[config.mk]
export PLATFORM = sky130hd
export DESIGN_NAME = bmp_stream_pixel_decoder
export DESIGN_NICKNAME = d
export VERILOG_FILES = /design/src/hw/rtl/bmpdec_pkg.sv /design/src/hw/rtl/bmpdec_front.sv /design/src/hw/rtl/bmpdec_queue.sv /design/src/hw/rtl/bmpdec_back.sv /design/src/hw/rtl/bmp_stream_pixel_decoder.sv
export SDC_FILE = /design/constraint.sdc
export NUM_CORES = 1
export LEC_CHECK = 0
export ABC_AREA = 1
export BUFFER_PORTS_ARGS = -buffer_cell sky130_fd_sc_hd__buf_2
export CORE_MARGIN = 8
export CORE_UTILIZATION = 30
export DETAILED_ROUTE_END_ITERATION = 10
export PLACE_DENSITY = 0.56
export SLEW_MARGIN = 25
export SYNTH_ARGS = -nofsm -noshare
export SYNTH_HDL_FRONTEND = slang
export SYNTH_SLANG_ARGS = --single-unit
[constraint.sdc]
create_clock -name clk -period 7.2 [get_ports clk]
set_input_delay 0.72 -clock clk [delete_from_list [all_inputs] [get_ports clk]]
set_output_delay 0.72 -clock clk [all_outputs]
set_load 0.01 [all_outputs]
[src/hw/rtl/bmpdec_pkg.sv]
// Package for the bitmap stream pixel decoder.
// Holds shared constants, the work descriptor passed from front to back, and result type.
// No dependencies.
package bmpdec_pkg;

	localparam int MaxDimDefault = 4096;
	localparam int FileHeaderBytes = 14;
	localparam int QueueDepthDefault = 4;

	localparam logic [15:0] SIGNATURE = 16'h4D42;
	localparam logic [31:0] CORE_HDR_SIZE = 32'd12;
	localparam logic [31:0] INFO_HDR_SIZE = 32'd40;

	localparam logic [2:0] ERR_NONE = 3'd0;
	localparam logic [2:0] ERR_SIGNATURE = 3'd1;
	localparam logic [2:0] ERR_HDR_SIZE = 3'd2;
	localparam logic [2:0] ERR_COMPRESSED = 3'd3;
	localparam logic [2:0] ERR_PALETTE = 3'd4;
	localparam logic [2:0] ERR_DEPTH = 3'd5;
	localparam logic [2:0] ERR_DIM = 3'd6;

	localparam logic [1:0] PH_HALT = 2'd0;
	localparam logic [1:0] PH_HEADER = 2'd1;
	localparam logic [1:0] PH_PIXELS = 2'd2;
	localparam logic [1:0] PH_PAD = 2'd3;

	localparam logic [1:0] OP_ERROR = 2'd0;
	localparam logic [1:0] OP_MONO = 2'd1;
	localparam logic [1:0] OP_COLOUR = 2'd2;

	typedef struct packed {
		logic [1:0]  op;
		logic [2:0]  code;
		logic [7:0]  bits;
		logic [3:0]  count;
		logic [11:0] x;
		logic [11:0] y;
		logic        row_last;
		logic [7:0]  red;
		logic [7:0]  green;
		logic [7:0]  blue;
		logic [7:0]  alpha;
	} work_t;

	typedef struct packed {
		logic        kind;
		logic [2:0]  error_code;
		logic [11:0] pixel_x;
		logic [11:0] pixel_y;
		logic [7:0]  red;
		logic [7:0]  green;
		logic [7:0]  blue;
		logic [7:0]  alpha;
		logic        last;
	} result_t;

endpackage

[src/hw/rtl/bmpdec_front.sv]
// Front end: parses the header, tracks position, emits descriptors for pixels and errors.
// Depends on bmpdec_pkg.
module bmpdec_front import bmpdec_pkg::*; #(
	parameter int MAX_DIM = MaxDimDefault
) (
	input  logic       clk,
	input  logic       arst_n,
	input  logic       in_valid,
	input  logic [7:0] data_byte,
	input  logic       file_start,
	output logic       wr_valid,
	output work_t      wr_data
);

	logic [1:0]  phase_q;
	logic [5:0]  offset_q;
	logic        hkind_q;
	logic [31:0] shift_q;
	logic [12:0] width_q, height_q;
	logic [5:0]  bpp_q;
	logic [11:0] col_q, row_q;
	logic [1:0]  chan_q;
	logic [23:0] part_q;
	logic [1:0]  rbc_q;

	logic [1:0]  ph;
	logic [5:0]  off;
	logic [31:0] fs;
	logic [15:0] half;
	logic [12:0] w_d, h_d;
	logic [5:0]  bpp_d, dep;
	logic        hk_d;
	logic [1:0]  phase_d;
	logic [11:0] col_d, row_d;
	logic [1:0]  chan_d, rbc_d;
	logic [23:0] part_d;
	logic [12:0] remain, colnext;
	logic [3:0]  cnt;
	work_t       w;
	logic        emit;

	function automatic logic [12:0] dim_chk(input logic [31:0] v);
		if (v[31] || v == 32'd0 || v > 32'(MAX_DIM))
			return 13'd0;
		return v[12:0];
	endfunction

	always_comb begin
		ph = file_start ? PH_HEADER : phase_q;
		off = file_start ? 6'd0 : offset_q;
		hk_d = file_start ? 1'b0 : hkind_q;
		w_d = file_start ? 13'd0 : width_q;
		h_d = file_start ? 13'd0 : height_q;
		bpp_d = file_start ? 6'd0 : bpp_q;
		col_d = file_start ? 12'd0 : col_q;
		row_d = file_start ? 12'd0 : row_q;
		chan_d = file_start ? 2'd0 : chan_q;
		part_d = file_start ? 24'd0 : part_q;
		rbc_d = file_start ? 2'd0 : rbc_q;
		fs = {data_byte, (file_start ? 24'd0 : shift_q[31:8])};
		half = fs[31:16];
		phase_d = ph;
		dep = (half == 16'd1 || half == 16'd8 || half == 16'd24 || half == 16'd32)
			? half[5:0] : 6'd0;
		w = '0;
		w.alpha = 8'hFF;
		emit = 1'b0;
		remain = '0;
		colnext = '0;
		cnt = '0;
		case (ph)
			PH_HEADER: begin
				if (off == 6'd1) begin
					if (half != SIGNATURE) begin
						emit = 1'b1;
						w.code = ERR_SIGNATURE;
					end
				end else if (off == 6'(FileHeaderBytes + 3)) begin
					if (fs == CORE_HDR_SIZE)
						hk_d = 1'b0;
					else if (fs == INFO_HDR_SIZE)
						hk_d = 1'b1;
					else begin
						emit = 1'b1;
						w.code = ERR_HDR_SIZE;
					end
				end else if (off >= 6'(FileHeaderBytes + 4)) begin
					if (!hk_d) begin
						if (off == 6'd19)
							w_d = dim_chk({16'd0, half});
						else if (off == 6'd21)
							h_d = dim_chk({16'd0, half});
						else if (off == 6'd25)
							bpp_d = dep;
					end else begin
						if (off == 6'd21)
							w_d = dim_chk(fs);
						else if (off == 6'd25)
							h_d = dim_chk(fs);
						else if (off == 6'd29)
							bpp_d = dep;
						else if (off == 6'd33 && fs != 32'd0) begin
							emit = 1'b1;
							w.code = ERR_COMPRESSED;
						end else if (off == 6'd49 && fs != 32'd0) begin
							emit = 1'b1;
							w.code = ERR_PALETTE;
						end
					end
					if (!emit && ((!hk_d && off == 6'd25) || (hk_d && off == 6'd53))) begin
						if (bpp_d == 6'd0) begin
							emit = 1'b1;
							w.code = ERR_DEPTH;
						end else if (w_d == 13'd0 || h_d == 13'd0) begin
							emit = 1'b1;
							w.code = ERR_DIM;
						end else begin
							phase_d = PH_PIXELS;
							col_d = '0;
							row_d = '0;
							chan_d = '0;
							part_d = '0;
							rbc_d = '0;
						end
					end
				end
				if (emit) begin
					w.op = OP_ERROR;
					phase_d = PH_HALT;
				end
				off = off + 6'd1;
			end
			PH_PIXELS: begin
				rbc_d = rbc_d + 2'd1;
				w.x = col_d;
				w.y = 12'(h_d - 13'd1 - {1'b0, row_d});
				w.bits = data_byte;
				if (bpp_d == 6'd1) begin
					remain = w_d - {1'b0, col_d};
					cnt = (remain > 13'd8) ? 4'd8 : remain[3:0];
					w.op = OP_MONO;
					w.count = cnt;
					emit = 1'b1;
					colnext = {1'b0, col_d} + {9'd0, cnt};
				end else if (bpp_d == 6'd8) begin
					w.op = OP_COLOUR;
					w.red = data_byte;
					w.green = data_byte;
					w.blue = data_byte;
					emit = 1'b1;
					colnext = {1'b0, col_d} + 13'd1;
				end else if (chan_d < ((bpp_d == 6'd32) ? 2'd3 : 2'd2)) begin
					part_d = part_d | (24'(data_byte) << {chan_d, 3'b000});
					chan_d = chan_d + 2'd1;
				end else begin
					w.op = OP_COLOUR;
					w.red = part_d[7:0];
					w.green = part_d[15:8];
					w.blue = (bpp_d == 6'd32) ? part_d[23:16] : data_byte;
					w.alpha = (bpp_d == 6'd32) ? data_byte : 8'hFF;
					emit = 1'b1;
					colnext = {1'b0, col_d} + 13'd1;
					chan_d = '0;
					part_d = '0;
				end
				if (emit) begin
					w.row_last = ({1'b0, row_d} == h_d - 13'd1) && (colnext >= w_d);
					col_d = colnext[11:0];
					if (colnext >= w_d) begin
						col_d = '0;
						if ({1'b0, row_d} + 13'd1 >= h_d)
							phase_d = PH_HALT;
						else if (rbc_d != 2'd0)
							phase_d = PH_PAD;
						row_d = row_d + 12'd1;
					end
				end
			end
			PH_PAD: begin
				rbc_d = rbc_d + 2'd1;
				if (rbc_d == 2'd0)
					phase_d = PH_PIXELS;
			end
			default: ;
		endcase
	end

	assign wr_valid = in_valid && emit;
	assign wr_data = w;

	always_ff @(posedge clk or negedge arst_n) begin
		if (!arst_n) begin
			phase_q <= PH_HALT;
			offset_q <= '0;
			hkind_q <= '0;
			shift_q <= '0;
			width_q <= '0;
			height_q <= '0;
			bpp_q <= '0;
			col_q <= '0;
			row_q <= '0;
			chan_q <= '0;
			part_q <= '0;
			rbc_q <= '0;
		end else if (in_valid) begin
			phase_q <= phase_d;
			offset_q <= off;
			hkind_q <= hk_d;
			shift_q <= (ph == PH_HEADER) ? fs : (file_start ? 32'd0 : shift_q);
			width_q <= w_d;
			height_q <= h_d;
			bpp_q <= bpp_d;
			col_q <= col_d;
			row_q <= row_d;
			chan_q <= chan_d;
			part_q <= part_d;
			rbc_q <= rbc_d;
		end
	end

endmodule

[src/hw/rtl/bmpdec_queue.sv]
// Small work queue between front and back end.
// Depends on bmpdec_pkg.
module bmpdec_queue import bmpdec_pkg::*; #(
	parameter int DEPTH = QueueDepthDefault
) (
	input  logic  clk,
	input  logic  arst_n,
	input  logic  wr_en,
	input  work_t wr_data,
	output logic  almost_full,
	output logic  rd_valid,
	input  logic  rd_en,
	output work_t rd_data
);

	localparam int AW = (DEPTH > 1) ? $clog2(DEPTH) : 1;

	work_t           mem_q [DEPTH];
	logic [AW-1:0]   wp_q, rp_q;
	logic [AW:0]     cnt_q;

	assign rd_valid = cnt_q != '0;
	assign rd_data = mem_q[rp_q];
	// one slot stays back: almost_full rises at DEPTH - 1 entries
	assign almost_full = cnt_q >= (AW+1)'(DEPTH - 1);

	always_ff @(posedge clk) begin
		if (wr_en)
			mem_q[wp_q] <= wr_data;
	end

	always_ff @(posedge clk or negedge arst_n) begin
		if (!arst_n) begin
			wp_q <= '0;
			rp_q <= '0;
			cnt_q <= '0;
		end else begin
			if (wr_en)
				wp_q <= (wp_q == AW'(DEPTH - 1)) ? '0 : wp_q + 1'b1;
			if (rd_en)
				rp_q <= (rp_q == AW'(DEPTH - 1)) ? '0 : rp_q + 1'b1;
			cnt_q <= cnt_q + (AW+1)'(wr_en) - (AW+1)'(rd_en);
		end
	end

endmodule

[src/hw/rtl/bmpdec_back.sv]
// Back end: expands work descriptors into results, up to eight per descriptor at depth one.
// Depends on bmpdec_pkg.
module bmpdec_back import bmpdec_pkg::*; (
	input  logic    clk,
	input  logic    arst_n,
	input  logic    wk_valid,
	input  work_t   wk,
	input  logic    last_row_width_match,
	output logic    wk_pop,
	output logic    out_valid,
	output result_t out_data,
	input  logic    out_pop
);

	logic [3:0] idx_q;
	logic       oval_q;
	result_t    odat_q;
	logic       load;
	logic       done;
	result_t    r;
	logic [7:0] v;

	always_comb begin
		v = wk.bits[3'd7 - idx_q[2:0]] ? 8'hFF : 8'h00;
		r = '0;
		done = 1'b1;
		unique case (wk.op)
			OP_ERROR: begin
				r.kind = 1'b1;
				r.error_code = wk.code;
				r.last = 1'b1;
			end
			OP_MONO: begin
				r.pixel_x = wk.x + {8'd0, idx_q};
				r.pixel_y = wk.y;
				r.red = v;
				r.green = v;
				r.blue = v;
				r.alpha = 8'hFF;
				done = (idx_q + 4'd1) == wk.count;
				r.last = wk.row_last && done && last_row_width_match;
			end
			default: begin
				r.pixel_x = wk.x;
				r.pixel_y = wk.y;
				r.red = wk.red;
				r.green = wk.green;
				r.blue = wk.blue;
				r.alpha = wk.alpha;
				r.last = wk.row_last && last_row_width_match;
			end
		endcase
	end

	assign load = wk_valid && (!oval_q || out_pop);
	assign wk_pop = load && done;
	assign out_valid = oval_q;
	assign out_data = odat_q;

	always_ff @(posedge clk) begin
		if (load)
			odat_q <= r;
	end

	always_ff @(posedge clk or negedge arst_n) begin
		if (!arst_n) begin
			idx_q <= '0;
			oval_q <= 1'b0;
		end else begin
			if (load)
				oval_q <= 1'b1;
			else if (out_pop)
				oval_q <= 1'b0;
			if (load)
				idx_q <= done ? 4'd0 : idx_q + 4'd1;
		end
	end

endmodule

[src/hw/rtl/bmp_stream_pixel_decoder.sv]
// Bitmap stream pixel decoder top level: front parser, work queue, result expander.
// Takes one byte per cycle while full is low; results pass the queue and output register;
// depth 1 gives up to eight results per byte, one per cycle while popped; input stalls.
// Asynchronous active-low reset returns the parser to waiting for a file start.
// Depends on bmpdec_pkg, bmpdec_front, bmpdec_queue, bmpdec_back.
module bmp_stream_pixel_decoder import bmpdec_pkg::*; #(
	parameter int MAX_DIM = MaxDimDefault,
	parameter int QUEUE_DEPTH = QueueDepthDefault
) (
	input  logic        clk,
	input  logic        arst_n,
	input  logic        push,
	output logic        full,
	input  logic [7:0]  data_byte,
	input  logic        file_start,
	output logic        empty,
	input  logic        pop,
	output logic        kind,
	output logic [2:0]  error_code,
	output logic [11:0] pixel_x,
	output logic [11:0] pixel_y,
	output logic [7:0]  red,
	output logic [7:0]  green,
	output logic [7:0]  blue,
	output logic [7:0]  alpha,
	output logic        last
);

	logic    wr_valid, afull, q_valid, q_pop, o_valid;
	work_t   wr_data, q_data;
	result_t res;

	bmpdec_front #(.MAX_DIM(MAX_DIM)) u_front (
		.clk(clk), .arst_n(arst_n), .in_valid(push && !full),
		.data_byte(data_byte), .file_start(file_start),
		.wr_valid(wr_valid), .wr_data(wr_data)
	);

	bmpdec_queue #(.DEPTH(QUEUE_DEPTH)) u_queue (
		.clk(clk), .arst_n(arst_n), .wr_en(wr_valid), .wr_data(wr_data),
		.almost_full(afull), .rd_valid(q_valid), .rd_en(q_pop), .rd_data(q_data)
	);

	bmpdec_back u_back (
		.clk(clk), .arst_n(arst_n), .wk_valid(q_valid), .wk(q_data),
		.last_row_width_match(1'b1), .wk_pop(q_pop),
		.out_valid(o_valid), .out_data(res), .out_pop(pop)
	);

	assign full = afull;
	assign empty = !o_valid;
	assign kind = res.kind;
	assign error_code = res.error_code;
	assign pixel_x = res.pixel_x;
	assign pixel_y = res.pixel_y;
	assign red = res.red;
	assign green = res.green;
	assign blue = res.blue;
	assign alpha = res.alpha;
	assign last = res.last;

endmodule

==> run summary, run 1 <==
The first-pass iteration count of the detailed router is 5. The first global-routing pass estimated 117000 um of wire. The headroom to the max-slew limit was 28.1%; the number of post-CTS setup repair buffers was 0. The run gives 0 as the post-cts hold buffer count.

The tightest min-delay check is of the in2async type. The number of endpoints failing setup at the final stage was 0; the maximum achievable frequency was 156 MHz. The synthesized netlist occupies a cell area of 26200 um2.

The final critical path takes up 88.8% of the cycle. For the count of nets after finishing, the log shows 3055. The synthesis-stage register bit count is 486. Buffers placed on the I/O ports in this run total 75. The post-layout instance area is 29500 um2, and the final-report max-slew violation count is 0.

Of all nets on the critical path, the largest fanout is 19. The final critical path time including I/O delays and setup is 6.39 ns, and the proportion of synthesized chip area in sequential cells is 53.3%. In this design, the critical path's most frequently occurring cell is nand2_1. The maximum cell stage delay along the critical path is 0.35 ns.

TritonCTS built the clock tree. Relative to the synthesized area, the layout overhead comes to 12.6%. The cell count after synthesis came out at 2936.

For the worst setup path, the data arrival time is 6.85 ns. STA classifies the critical path endpoint as a register. Row generation in the floorplan step produced 108 rows.

The worst ir drop on vdd came out at 218 uV. The final estimated routing congestion in global placement is 0.869, and the placed instance area is 27800 um2. The number of global-route vias before repair is 19760, and the number of flops mapped to enable cells by yosys is 357. Setup repair after global routing left no endpoint under its margin. Measured along the y axis, the die boundary spans 311 um. Dividing the detail-routed wire length by the instance count gives 18.2 um.

0 antenna diodes ended up in the layout. The run gives 0 as the final count of hold timing violations. The wire-length estimate of the detail-placed layout is 50800 um. For this configuration, the core starts out at a cell density of 30.2%. From left edge to right edge, the die measures 311 um.

At the worst endpoint, the required time is 7.66 ns. Worst reg2reg path endpoint: u_front.row_q[0]. After detailed routing, the number of vias per cell comes to 5.01. The number of antenna violations at the first check in global routing is 2, and the top-level I/O count is 76.

The tree is rooted in a clkbuf_16. The routed layout has 20876 vias. The area fraction of the dominant cell type after synthesis came out at 40.9%. The run gives 0 as the post-detailed-route count of antenna-violating nets. During synthesis, Yosys emitted a total of 0 warnings. After synthesis, the share of flip-flops with an asynchronous set or reset is 26.5%. Global routing used 14.9% of the available tracks across all layers.

The length in cells of the worst reg-to-reg path was 42. Prevailing post-synth register cell: edfxtp_1. For this run, the share of the core covered by cells in the final layout is 34.0%. For the DRC violation total after the first TritonRoute iteration, the log shows 1856.

TritonCTS created 52 clock buffers. In the final timing run, aggregate negative setup slack is 0 ns. The clock passes through at most 3 buffers. For the routed wire length, the log shows 75700 um. The synthesized netlist net count came out at 3025. Summed over all instances, the cell type with the most area after synthesis is edfxtp_1.

The logs give 0.0374 ns for the setup clock skew after layout and 0 for the total congestion overflow. The worst-margin pin slew came out at 1.07 ns. The launching point of the worst reg2reg path is u_front.col_q[2]. Clock-pin slew was measured on the worst setup and hold paths at 0.07 ns. In the post-synthesis netlist, the biggest area contributors are edfxtp_1, dfrtp_1, nand2_1. The flow ran to the end, and the final reports show no timing, DRC or antenna violations.

The H-tree was split into 2 levels. Counting every sink on the clock net gives 486. Clock latency on the worst-skew pair, taken at its later pin, is 0.62 ns. Gates resized during post-CTS repair numbered 0.

The number of remaining DRC errors is 0. The core area was 86600 um2. The worst-path cell with the longest stage delay was buf_2.

In the final layout, the share of cells above drive strength 1 is 9.27%. The floorplan step defined a die boundary enclosing 97000 um2. Synthesis instantiated 67 different standard cells from the library. The maximum number of pins on one net before global-route repair came out at 95.

Max-cap violations in this run came to 0. Dividing total power by cell area gives a power density of 387 nW/um2. The synthesized area per cell works out to 8.92 um2. The critical path startpoint category was an input port.

The flop-to-flop setup slack is 0.90 ns. The critical path is of the in2reg type. The tools report the leakage power as 11.8 nW.
[flip-flops by register name, summed over array words and instances (netlist names), 3 cells and up]
signal	cells
u_back.idx_q	4
u_front.offset_q	6
u_queue.cnt_q	3
u_queue.mem_q	296
u_front.shift_q	24
u_back.out_data	61
u_front.width_q	13
u_front.col_q	12
u_front.bpp_q	6
u_front.row_q	12
u_front.height_q	13
u_front.part_q	24
[synthesized netlist by cell type (all sizes together) (3+ instances only)]
cell type  instances
dfrtp            129
a221o             24
o22ai             61
xor2              29
a211oi             8
nand2            587
nand3b             8
nand3            126
or2                7
buf               35
o31ai              6
o21bai             4
edfxtp           357
ha                71
o211ai            11
o21ai            264
a21oi            274
a31oi              6
a32o               3
xnor2              9
a22o               3
a22oi             37
a32oi              4
nor3              39
clkbuf           109
inv              296
o21a               4
clkinv             6
nor2             355
o2111ai            8
nand4             28
nor4              10
fa                 5
[per-stage QoR]
step / worst slack [ns] / total power [mW] / hold slack (ns) / cells
2_1_floorplan: 0.447 / 7.36 / 0.424 / 2936
3_3_place_gp: 0.367 / 8.78 / 0.463 / 4066
3_5_place_dp: 0.327 / 8.82 / 0.467 / 4067
4_1_cts: 0.943 / 11.5 / 0.261 / 4164
5_1_grt: 0.108 / 12.3 / 0.276 / 4164
6_report: 0.807 / 11.4 / 0.222 / 4164
[worst max path at each step]
| stage | startpoint | end | slack [ns] | depth (start not counted) |
|---|---|---|---|---|
| 2_1_floorplan | file_start | u_front.row_q[0] | 0.45 | 47 |
| 3_3_place_gp | file_start | u_front.row_q[0] | 0.37 | 43 |
| 3_5_place_dp | file_start | u_front.row_q[0] | 0.33 | 43 |
| 4_1_cts | file_start | u_front.row_q[0] | 0.94 | 43 |
| 5_1_grt | file_start | u_front.row_q[0] | 0.11 | 43 |
| 6_report | file_start | u_front.row_q[0] | 0.81 | 42 |
[cells by family (layout without fill, tap and decap cells)]
family | count (synthesis) | in the layout | share of synthesized area [%]
adders and majority gates | 76 | 76 | 3.77
xor gates and xnor gates | 38 | 38 | 1.27
DFF | 486 | 486 | 53.3
muxes | 1 | 1 | 0.0382
buffers and inverters | 446 | 519 | 6.84
AOI/OAI and AO/OA | 728 | 728 | 15.9
and+or+nand+nor | 1161 | 1161 | 18.9
[power breakdown]
part	switching, mW	total (mW)	leakage, nW	internal [mW]
logic	3.31	4.84	6.13	1.53
registers	0.263	3.90	4.84	3.64
clock network	1.16	2.68	0.819	1.52
total	4.73	11.4	11.8	6.68
[worst max-delay path: cells and delay by family]
| kind | cells | cell delay [ns] |
|---|---|---|
| buf+inv | 4 | 0.69 |
| fa+ha+maj | 3 | 0.81 |
| compound gates | 9 | 1.46 |
| xor+xnor | 1 | 0.15 |
| simple gates | 25 | 3.01 |
[cell usage in the layout, fill, tap and decap left out, types with 8 or more instances in the layout]
cell / instances
o2111ai_1: 8
edfxtp_1: 357
a221o_1: 24
clkbuf_1: 8
o22ai_1: 61
clkinv_2: 8
o21ai_0: 240
nor2_2: 9
xnor2_1: 9
buf_2: 75
buf_4: 39
clkbuf_16: 52
nand3_2: 10
nand3_1: 116
clkinv_1: 22
o211ai_1: 11
o21ai_1: 20
nor3_1: 37
nand4_1: 27
inv_1: 287
xor2_1: 29
nand2_1: 557
nor4_1: 9
a22oi_1: 37
nor2_1: 339
ha_1: 71
nand2_2: 23
a21oi_1: 273
dfrtp_1: 127
[metal layers]
layer	vias to the layer above	track usage (%)	wire length, um
met5	-	0	13
met4	2	3.77	1780
met3	114	2.31	4710
met2	657	23.6	33900
met1	9925	21.3	35300
li1	10178	-	-
[final cells by class]
cell class / count / area, um2
multi-input combinational: 2004 / 10500
clock inverter: 37 / 358
clock buffer: 60 / 1330
inverter: 302 / 1140
fill: 8873 / 57100
tap: 1155 / 1450
sequential: 486 / 14000
timing repair buffer: 120 / 782
Power figures use the tool's default switching activity.
==> run 2, diff against run 1 <==
- CORE_MARGIN: 8 -> 2
==> run summary, run 2 (synthesis gave the netlist of run 1 again) <==
The final non-filler cell total was 4167 (was 4164). Class of the worst hold path: in2async (unchanged). The logs give 89700 um2 (was 97000 um2) for the die footprint and 0 (unchanged) for the number of endpoints failing setup at the final stage. Routed via count divided by cell count: 5.08 (was 5.01). The clock tree root driver cell is clkbuf_16 (unchanged). The final estimated routing congestion in global placement came out at 0.888 (was 0.869).

Most frequent cells in the layout: nand2_1, edfxtp_1, nor2_1, inv_1, a21oi_1 (unchanged). Capturing element type of the critical path: a register (unchanged). The total routing resource utilization after global routing is 16.6% (was 14.9%), and the number of flip-flops in the largest register is 296 (unchanged). The number of port buffers was 75 (unchanged); the maximum number of pins on one net before global-route repair was 83 (was 95).

The routed wire length was 75900 um (was 75700 um). The number of buffers inserted during clock tree synthesis came out at 53 (was 52). The global-route wire length before repair was 117000 um (about the same). The library cell appearing most often on the critical path is nand2_1 (unchanged).

Setup repair after global routing left no endpoint under its margin. The tools report the number of gates resized after CTS as 0 (unchanged). The logs give 3056 (was 3055) for the count of nets after finishing and 0.64 ns (was 0.62 ns) for the clock latency reported for the late side of the worst-skew pair. The number of post-CTS setup repair buffers is 0 (unchanged), and the share of total power in combinational logic is 42.2% (was 42.4%).

The total congestion overflow is 0 (unchanged). Final critical path time including I/O delays and setup: 6.37 ns (was 6.39 ns). The worst-path cell with the longest stage delay was buf_2 (unchanged). Critical path startpoint category: an input port (unchanged). The logs give 0 (unchanged) for the post-detailed-route count of antenna-violating nets and 86600 um2 (unchanged) for the core area.

The post-cts hold buffer count is 0 (unchanged), and the number of global-route vias before repair is 19691 (was 19760). The leakage power was 11.8 nW (about the same); the proportion of total power due to net switching was 41.4% (was 41.5%). The per-cell routed wire length was 18.2 um (about the same). Area growth from synthesis to layout: 13.0% (was 12.6%). The largest register by flop count was u_queue.mem_q (unchanged).

The clock-pin slew of the registers on the worst-case setup and hold paths was 0.06 ns (was 0.07 ns); the data required time at the worst endpoint was 7.67 ns (was 7.66 ns). The logs give 76 (unchanged) for the top-level I/O count and 0 ns (unchanged) for the post-route setup TNS. The cell family contributing the most delay on the critical path is simple AND/OR/NAND/NOR gates (unchanged). The tools report the worst ir drop on vdd as 277 uV (was 218 uV). The starting density of the core came out at 30.2% (unchanged). The net switching power of the design is 4.78 mW (was 4.73 mW). The standard-cell row count is 108 (unchanged), and the estimated wirelength of the detail-placed design is 50700 um (was 50800 um).

The height of the die was 299 um (was 311 um). The most common cell after layout, fill and taps aside is nand2_1 (unchanged). The DRC violation total after the first TritonRoute iteration came out at 1928 (was 1856). The run finished with clean final reports. Buffers plus inverters on the worst setup path: 4 (unchanged).

The maximum cell stage delay along the critical path works out to 0.37 ns (was 0.35 ns). Worst setup path category: in2reg (unchanged). Internal power of the cells: 6.77 mW (was 6.68 mW). The via count was 21184 (was 20876); the final count of hold timing violations was 0 (unchanged).

The number of buffers between clock root and the deepest sink is 3 (unchanged), and the power per cell area is 390 nW/um2 (was 387 nW/um2). The clock sink count was 486 (unchanged). The die width works out to 299 um (was 311 um). The maximum level of the CTS H-tree is 2 (unchanged), and the total instance count after detailed placement is 4067 (unchanged). The headroom to the max-slew limit came out at 34.8% (was 28.1%).

The logs give 0 (unchanged) for the number of remaining DRC errors and 0 (unchanged) for the number of max-capacitance violations reported. The power share of the sequential group was 33.8% (was 34.2%); the layout cell share with drive strength beyond 1 was 9.50% (was 9.27%). First-pass iteration count of the detailed router: 6 (was 5). The largest fanout of any net on the critical path is 19 (unchanged).

The post-route fraction of the period consumed by the critical path came out at 88.5% (was 88.8%). The tools report the setup clock skew after layout as 0.0419 ns (was 0.0374 ns). The maximum achievable frequency was 157 MHz (was 156 MHz). The final-report max-slew violation count was 0 (unchanged); the number of antenna violations at the first check in global routing was 3 (was 2).

TritonCTS built the clock tree. The worst-margin pin slew came out at 0.978 ns (was 1.07 ns). The run gives 6.84 ns (was 6.85 ns) as the data arrival at the endpoint of the critical path. For the clock network power share, the log shows 24.0% (was 23.4%).
## run 2: cell types whose count changed in the layout (fill, tap and decap cells not counted), sizes merged
cell and delta:
diode +1, clkinv -9, buf +1, clkbuf +7
clkinvlp +2, bufinv +1
## run 2: worst paths after layout
path                       cells past startpoint                   to             start  slack [ns]
min in group clk                               2     u_back.out_valid               pop        0.30
max                                           42     u_front.row_q[0]        file_start        0.83
max in group asynchronous                      2      u_queue.rp_q[0]            arst_n        5.69
min                                            1  u_front.offset_q[1]            arst_n        0.17
min reg2reg                                    2     u_front.row_q[2]  u_front.row_q[2]        0.48
max reg2reg                                   42     u_front.row_q[0]  u_front.col_q[2]        0.90
## run 2: per-stage QoR
stage	worst slack (ns)	utilization [%]	total power, mW	hold slack (ns)	instance area, um2
after global placement	0.399	32.1	8.78	0.465	27800
after global routing	0.0373	34.2	12.4	0.225	29600
final	0.827	34.2	11.6	0.174	29600
after floorplan	0.447	-	7.36	0.424	26200
after CTS	0.893	34.1	11.6	0.190	29600
after detailed placement	0.285	32.1	8.82	0.466	27800
## run 2: per-layer routing
layer | part of all wire [%] | vias to the layer above | track usage [%]
li1 | - | 10185 | -
met1 | 46 | 10166 | 23.9
met2 | 45 | 715 | 26.1
met3 | 6.4 | 114 | 2.39
met4 | 2.4 | 4 | 4.56
met5 | 0.029 | - | 0
## run 2: cell type report
class / count / area [um2]
multi-input cells: 2004 / 10500
clock buffers: 68 / 1390
well taps: 1155 / 1450
repair buffers: 120 / 782
inverters: 302 / 1140
flip-flops and latches: 486 / 14000
clock inverters: 31 / 384
diodes: 1 / 2.50
fillers: 8852 / 57000
## run 2: power groups by stage
stage / clock (mW) / sequential (mW) / combinational, mW
3_3_place_gp: 0 / 3.95 / 4.82
4_1_cts: 2.85 / 3.90 / 4.88
2_1_floorplan: 0 / 3.96 / 3.39
5_1_grt: 2.96 / 3.95 / 5.49
6_report: 2.78 / 3.90 / 4.87
3_5_place_dp: 0 / 3.96 / 4.86
